[config.mk]
export PLATFORM = sky130hd
export DESIGN_NAME = sbld_level
export DESIGN_NICKNAME = d
export VERILOG_FILES = /design/src/assert_macros.svh /design/src/sbld_pkg.sv /design/src/sbld_level.sv
export SDC_FILE = /design/constraint.sdc
export NUM_CORES = 2
export LEC_CHECK = 0
export BUFFER_PORTS_ARGS = -buffer_cell sky130_fd_sc_hd__buf_2
export CAP_MARGIN = 20
export CORE_MARGIN = 1.5
export CORE_UTILIZATION = 55
export CTS_BUF_LIST = sky130_fd_sc_hd__clkbuf_16
export DETAILED_ROUTE_END_ITERATION = 7
export PLACE_DENSITY = 0.79
export SKIP_CTS_REPAIR_TIMING = 1
export SYNTH_ARGS = -nofsm -noshare
export SYNTH_HDL_FRONTEND = slang
export SYNTH_SLANG_ARGS = --single-unit
[constraint.sdc]
create_clock -name i_clk -period 16.9 [get_ports i_clk]
set_input_delay 3.38 -clock i_clk [delete_from_list [all_inputs] [get_ports i_clk]]
set_output_delay 3.38 -clock i_clk [all_outputs]
set_load 0.02 [all_outputs]
[src/assert_macros.svh]
// Assertion macros shared by the spectrum bin level detector RTL.
// Each macro expects i_clk and i_rst_n to be visible where it is used.
`ifndef ASSERT_MACROS_SVH
`define ASSERT_MACROS_SVH

// Property checked at every clock edge outside reset.
`define SBLD_ASSERT_NOW(lbl, prop, msg) \
    lbl: assert property (@(posedge i_clk) disable iff (!i_rst_n) (prop)) else $error(msg);

// Consequent checked at the clock edge after the antecedent.
`define SBLD_ASSERT_NEXT(lbl, ante, cons, msg) \
    lbl: assert property (@(posedge i_clk) disable iff (!i_rst_n) (ante) |=> (cons)) \
        else $error(msg);

`endif

[src/sbld_pkg.sv]
// Package of the spectrum bin level detector: widths, Q15 constants and the
// radix-2 division step shared by the Newton pipeline. No dependencies.
package sbld_pkg;

    localparam int BIN_W        = 6;
    localparam int SAMPLE_W     = 16;
    localparam int MAG_W        = 15;
    localparam int LOG_W        = 5;
    localparam int X_W          = 32;
    localparam int Y_W          = 17;
    localparam int CHUNK        = 4;
    localparam int DIV_STAGES   = X_W / CHUNK;
    localparam int NEWTON_STEPS = 5;
    localparam int LEVEL_DEPTH  = 2 ** BIN_W;
    localparam int FFT_POINTS_DEF = 128;

    localparam logic [MAG_W-1:0] MAG_MAX   = 15'd32767;
    localparam logic [MAG_W-1:0] DECAY_Q15 = 15'd27918;
    localparam logic [MAG_W-1:0] GAIN_Q15  = 15'd4850;
    localparam logic [15:0]      HALF_STEP = 16'd46340;

    typedef struct packed {
        logic [BIN_W-1:0] idx;
        logic             zero;
    } t_side;

    // Restoring division over CHUNK dividend bits. Returns {remainder, quotient bits}.
    function automatic logic [Y_W+CHUNK-1:0] div_chunk(
        input logic [Y_W-1:0]   rem,
        input logic [CHUNK-1:0] xb,
        input logic [Y_W-1:0]   y
    );
        logic [Y_W:0]     r;
        logic [CHUNK-1:0] q;
        r = {1'b0, rem};
        q = '0;
        for (int i = CHUNK - 1; i >= 0; i--) begin
            r = {r[Y_W-1:0], xb[i]};
            if (r >= {1'b0, y}) begin
                r    = r - {1'b0, y};
                q[i] = 1'b1;
            end
        end
        return {r[Y_W-1:0], q};
    endfunction

endpackage

[src/sbld_level.sv]
// Per-bin level store and the peak-hold / averaging update, with forwarding
// of the level written in the same cycle as a read. Depends on sbld_pkg.
module sbld_level #(
    parameter int FFT_POINTS = sbld_pkg::FFT_POINTS_DEF
) (
    input  logic                          i_clk,
    input  logic                          i_rst_n,
    input  logic                          i_en,
    input  logic                          i_mode,
    input  logic                          i_valid,
    input  logic [sbld_pkg::BIN_W-1:0]    i_idx,
    input  logic [sbld_pkg::MAG_W-1:0]    i_mag,
    output logic                          o_valid,
    output logic [sbld_pkg::BIN_W-1:0]    o_idx,
    output logic [sbld_pkg::MAG_W-1:0]    o_mag,
    output logic [sbld_pkg::MAG_W-1:0]    o_lvl
);
    localparam int STORED_BINS = FFT_POINTS / 2;
    localparam int DEPTH       = sbld_pkg::LEVEL_DEPTH;
    localparam int BW          = sbld_pkg::BIN_W;
    localparam int MW          = sbld_pkg::MAG_W;

    logic [MW-1:0]    r_mem [DEPTH];
    logic [DEPTH-1:0] r_vld;

    logic          r_a_v;
    logic [BW-1:0] r_a_idx;
    logic [MW-1:0] r_a_mag;
    logic [MW-1:0] r_rd;
    logic          r_rd_ok;
    logic          r_fwd;
    logic [MW-1:0] r_fwd_lvl;

    logic          r_b_v;
    logic [BW-1:0] r_b_idx;
    logic [MW-1:0] r_b_mag;
    logic [MW-1:0] r_b_lvl;

    logic              stored_a;
    logic              wr;
    logic [MW-1:0]     old;
    logic [2*MW-1:0]   prod_o;
    logic [2*MW-1:0]   prod_m;
    logic [2*MW:0]     sum_avg;
    logic [MW-1:0]     lvl_peak;
    logic [MW-1:0]     lvl_new;

    assign stored_a = int'(r_a_idx) < STORED_BINS;
    assign wr       = i_en && r_a_v && stored_a;

    always_comb begin
        if (!stored_a) begin
            old = '0;
        end else if (r_fwd) begin
            old = r_fwd_lvl;
        end else if (r_rd_ok) begin
            old = r_rd;
        end else begin
            old = '0;
        end
    end

    assign prod_o   = {{MW{1'b0}}, old} * {{MW{1'b0}}, sbld_pkg::DECAY_Q15};
    assign prod_m   = {{MW{1'b0}}, r_a_mag} * {{MW{1'b0}}, sbld_pkg::GAIN_Q15};
    assign sum_avg  = {1'b0, prod_o} + {1'b0, prod_m};
    assign lvl_peak = (r_a_mag > old) ? r_a_mag : prod_o[2*MW-1:MW];
    assign lvl_new  = i_mode ? sum_avg[2*MW-1:MW] : lvl_peak;

    always_ff @(posedge i_clk) begin
        if (wr) begin
            r_mem[r_a_idx] <= lvl_new;
        end
        if (i_en) begin
            r_rd <= r_mem[i_idx];
        end
    end

    always_ff @(posedge i_clk) begin
        if (!i_rst_n) begin
            r_vld <= '0;
            r_a_v <= 1'b0;
            r_b_v <= 1'b0;
        end else if (i_en) begin
            r_a_v <= i_valid;
            r_b_v <= r_a_v;
            if (wr) begin
                r_vld[r_a_idx] <= 1'b1;
            end
        end
    end

    // The item leaving the update stage writes at the same edge as this read.
    always_ff @(posedge i_clk) begin
        if (i_en) begin
            r_a_idx   <= i_idx;
            r_a_mag   <= i_mag;
            r_rd_ok   <= r_vld[i_idx];
            r_fwd     <= r_a_v && stored_a && (r_a_idx == i_idx);
            r_fwd_lvl <= lvl_new;
            r_b_idx   <= r_a_idx;
            r_b_mag   <= r_a_mag;
            r_b_lvl   <= lvl_new;
        end
    end

    assign o_valid = r_b_v;
    assign o_idx   = r_b_idx;
    assign o_mag   = r_b_mag;
    assign o_lvl   = r_b_lvl;

endmodule

Word level (Yosys, flattened, before mapping)
Memories as Yosys holds them, arrays and structs flattened. A register that Yosys moved wholly into a read port is not among the register bits.
Cells that the tools add are included.
- output and inout port bits: 37
- latch bits: 0
- input port bits: 26
- memories kept: 1
- flip-flop bits (word level): 125
- ROM bits: 0
- RAM bits: 960
- $mul: 2
- divide/modulo/power cells: 0
- shifts and indexed selects: 0
- order comparisons: 4
- bitwise gates (word level): 1
- reductions and logical operators: 4
- add/subtract/negate cells: 1
- muxes and demuxes: 10
- equality and inequality tests: 1
- memory list (memory ; words ; bits a word ; read ports ; clocked after memory_dff ; write ports ; RTL line ; text):
    r_mem ; 64 ; 15 ; 1 ; 1 ; 1 ; sbld_level.sv:23 ; logic [MW-1:0] r_mem [DEPTH];
- operators with widths (kind ; count):
    $or 64x64->64 ; 1
    $mux 15 ; 4
    $add 30x28->30 ; 1
    $mul 15x14->29 const B ; 1
    $mul 15x12->27 const B ; 1
    $gt 15x15->1 ; 1
    $lt 6x7->1 const B ; 2
    $bmux 1 s6 ; 1
    $demux 1 s6 ; 1
    $eq 6x6->1 ; 1
    $ge 6x1->1 const B ; 1
    $mux 1 ; 4
    $logic_and 1x1->1 ; 3
    $reduce_and 2->1 ; 1

Depth between registers and ports, before layout
- depth after elaboration: 5
- gate-level depth with buffers: 35
- gate-level depth less buffers: 32

Worst setup path after synthesis
Ideal clock, no wire load.
- path type: reg2reg
- from: register r_fwd
- to: register r_fwd_lvl[12], data pin
- buffers on the path: 3
- slack: 6.158 ns
- arrival: 9.969 ns
- cell stages (with the launch flop): 33
- library setup time: 0.774 ns
- clock period less this slack: 10.742 ns
- path through: edfxtp_1 > buf_2 > nor2b_2 > clkbuf_1 > a22o_1 > ha_1 > xor2_1 > ha_1 > or2_2 > fa_1 > fa_1 > inv_1 > fa_1 > inv_1 > ha_1 > ha_1 > clkbuf_1 > nand4_1 > or2_2 > o21ai_0 > a21o_1 > a21oi_1 > xnor2_1 > ha_1 > or3_4 > o311a_1 > o21a_1 > a2111o_1 > nand2_2 > o21ai_2 > a21oi_1 > mux2i_1 > a311oi_1
- cells in the longest elaborated chain, start to end: 4
- elaborated cells between the ends (all ways): 6
- RTL lines (element ; RTL line ; text):
    start, declared ; sbld_level.sv:31 ; logic r_fwd;
    start signal, assigned ; sbld_level.sv:98 ; r_fwd <= r_a_v && stored_a && (r_a_idx == i_idx);
    $mux 15 * ; sbld_level.sv:54 ; end else if (r_fwd) begin
    $mul 15x14->29 or $gt 15x15->1 (tied branches) ; sbld_level.sv:63, sbld_level.sv:66 ;
    $add 30x28->30 or $mux 15 (tied branches) ; sbld_level.sv:65, sbld_level.sv:66 ;
    $mux 15 * ; sbld_level.sv:67 ; assign lvl_new = i_mode ? sum_avg[2*MW-1:MW] : lvl_peak;
    net lvl_new[12] ; sbld_level.sv:46 ; logic [MW-1:0] lvl_new;
    end signal, assigned ; sbld_level.sv:99 ; r_fwd_lvl <= lvl_new;
    end, declared ; sbld_level.sv:32 ; logic [MW-1:0] r_fwd_lvl;
The timed path passes the listed nets; every way through them passes the cells marked *.
A chain may end at the register's enable or synchronous reset.

Worst setup path after layout
- from: register r_fwd
- to: memory r_mem[22][11] (netlist bit), data pin
- cells in the longest elaborated chain, start to end: 4
- elaborated cells between the ends (all ways): 6
- RTL lines (element ; RTL line):
    $mux 15 * ; sbld_level.sv:54
    $mul 15x14->29 or $gt 15x15->1 (tied branches) ; sbld_level.sv:63, sbld_level.sv:66
    $add 30x28->30 or $mux 15 (tied branches) ; sbld_level.sv:65, sbld_level.sv:66
    $mux 15 * ; sbld_level.sv:67
    net lvl_new[11] ; sbld_level.sv:46
    end, declared ; sbld_level.sv:23
Marked as above.

==> results.md <==
* Status: complete, no violations
* Area of the multi-input gates at 16,800 um2
* Crit path DAT at 10.17 ns
* Clock transition at path regs at 0.07 ns
* Starting density of the core at 0.557
* GR peak layer: met2
* Synth Cell Area at 50,200 um2
* Num Clock Sinks at 1,100
* CTS tree: yes
* Non-filler instance count after layout at 4,115
* Global Route met3 Usage at 0.0492
* Clk_skew at 0.0568 ns
* Post-synth cell types at 70
* Antenna diode count at 0
* Worst skew pair latency at 0.71 ns
* Dpl hpwl at 73.8 mm
* Met1 usage at 0.360
* Final hold violations at 0
* Syn Inst Count at 2,694
* Port bufs at 62
* Number of enable flip-flop cells after synthesis at 1,034
* Synth top area share at 0.618
* Share of layout cells above drive strength 1 at 0.230
* Post-placement cell count at 3,924
* Layout Nets at 3,237
* DR WL/cell at 30.6 um
* Kind of critical path: register to register
* First-pass GRT wire length at 186 mm
* Grt total ovfl at 0
* Area growth from synthesis to layout at 11.2%
* Area contributors post-synth: edfxtp_1 (62%), mux4_2 (15%), ha_1 (6.0%), fa_1 (4.7%), dfxtp_1 (2.6%)
* Crit path capture type: register
* Pin count of the biggest net entering global routing at 138
* Crit-path max cell delay at 0.78 ns
* Row Count at 110
* Yosys warning count at 0
* Sequential share of the synthesized area at 0.644
* Req. time, crit path at 17.22 ns
* Max-Cap Viols at 0
* Most frequent cells after synthesis: edfxtp_1 (1,034), mux4_2 (336), ha_1 (240)
* Vias in the first global route at 27,900
* Register area at 32,400 um2
* Core box area at 90,300 um2
* Fill cells at 6,074
* Main synth FF type: edfxtp_1
* Most frequent cell after synthesis: edfxtp_1
* Routability cong. at 0.900
* Max Transition Viols Final at 0
* Unrepaired setup endpoints after global routing: false
* First-pass DRT Iterations at 7
* WL final at 126 mm
* Slowest-stage cell, CP: a21o_2
* Setup violations, final at 0
* Fraction of registers with async set/reset at 0
* H-tree levels at 3
* Post-route ant nets at 0
* Period utilisation layout at 0.583
* Root Buffer: clkbuf_16
* Die Footprint at 93,200 um2
* Area leader, netlist: edfxtp_1
* Clock Path Buffers at 3
* Num ports at 63
* TritonCTS Buffers at 102
* Avg Cell Area, Syn at 18.7 um2
* CP max FO at 65
* Hold_ws at 0.463 ns
* Fmax at 0.101 GHz
* Syn nets at 3,079
* Min-Delay Path Class: register to register
* Most Frequent Cell on Critical Path: ha_1
* Via/cell ratio at 6.50
* Slew at the pin closest to its max-slew limit at 1.24 ns
* Remaining DRCs at 0
* Tot GR Track Use at 0.276
* Routed vias at 26,800
* Worst rel slew slack at 0.171
* Seq cells post-synth at 1,100
* Final TNS setup at 0 ns
* Die Height at 305 um
* Final Critical Period at 9.85 ns
* Met2 Use GR at 0.457
* Initial DRC count at 2,815
* Antenna violations before repair at 12
* Worst Setup Start Kind: register
* Die width at 305 um
-- flip-flops by register name (all words and copies together), names as in the netlist --
name	cells
o_valid	1
r_a_mag	15
r_fwd_lvl	15
r_mem	960
r_rd_ok	1
r_a_idx	6
r_fwd	1
r_vld	64
r_a_v	1
r_rd	15
o_mag	15
o_idx	6
-- cell families (layout without fill, tap and decap cells) --
kind of cell | after synthesis | in the layout | share of synthesized area
DFF | 1100 | 1100 | 0.644
adders and majority gates | 360 | 360 | 0.107
muxes | 350 | 350 | 0.154
buffers and inverters | 321 | 566 | 0.0246
AOI/OAI and AO/OA | 261 | 261 | 0.0358
and+or+nand+nor | 237 | 237 | 0.0229
xor gates and xnor gates | 65 | 65 | 0.0115
-- per-layer routing --
layer	wire length (um)	share of wire
met2	62400	0.50
met1	46300	0.37
met5	112	0.00089
met4	6030	0.048
met3	10900	0.087
-- worst paths after layout --
path / from / end / slack, ns / cells after the start
setup reg to reg: r_fwd$_DFFE_PP_ / r_mem[22][11]$_DFFE_PP_ / 7.05 / 31
hold reg to reg: r_vld[42]$_SDFFE_PN0P_ / r_vld[42]$_SDFFE_PN0P_ / 0.46 / 1
hold / removal: r_vld[42]$_SDFFE_PN0P_ / r_vld[42]$_SDFFE_PN0P_ / 0.46 / 1
setup / recovery: r_fwd$_DFFE_PP_ / r_mem[22][11]$_DFFE_PP_ / 7.05 / 31
-- cells in the final DEF (no fill, tap or decap), types with 48 or more instances in the layout --
cell type and count:
buf_2 57, ha_1 240, o21a_1 81, edfxtp_1 1034, nor2_1 95, clkbuf_16 102, buf_4 94, mux4_2 336
fa_1 119, inv_1 238, dfxtp_1 66, a21oi_1 48
-- per-stage QoR --
stage          utilization  worst slack, ns  instance area (um2)
4_1_cts              0.619             7.13                55900
3_3_place_gp         0.581             7.51                52500
5_1_grt              0.619             6.47                55900
6_report             0.619             7.05                55900
2_1_floorplan            -             6.16                50200
3_5_place_dp         0.581             7.24                52500
-- layout make-up --
cell class	instances	area share
inverters	222	0.0149
well taps	1176	0.0263
multi-input cells	1273	0.301
flip-flops and latches	1100	0.580
clock inverters	89	0.0146
repair buffers	153	0.0183
clock buffers	102	0.0457
-- worst max-delay path, delay by kind of cell, from the launching register on --
kind | cells | cell delay [ns]
flops | 1 | 0.69
simple gates | 5 | 1.54
fa+ha+maj | 8 | 2.87
compound gates | 12 | 3.63
buf+inv | 3 | 0.28
xor+xnor | 3 | 0.46
Power is not shown: default switching activity piles up to over one toggle a cycle in this logic, so the estimate is an artifact.
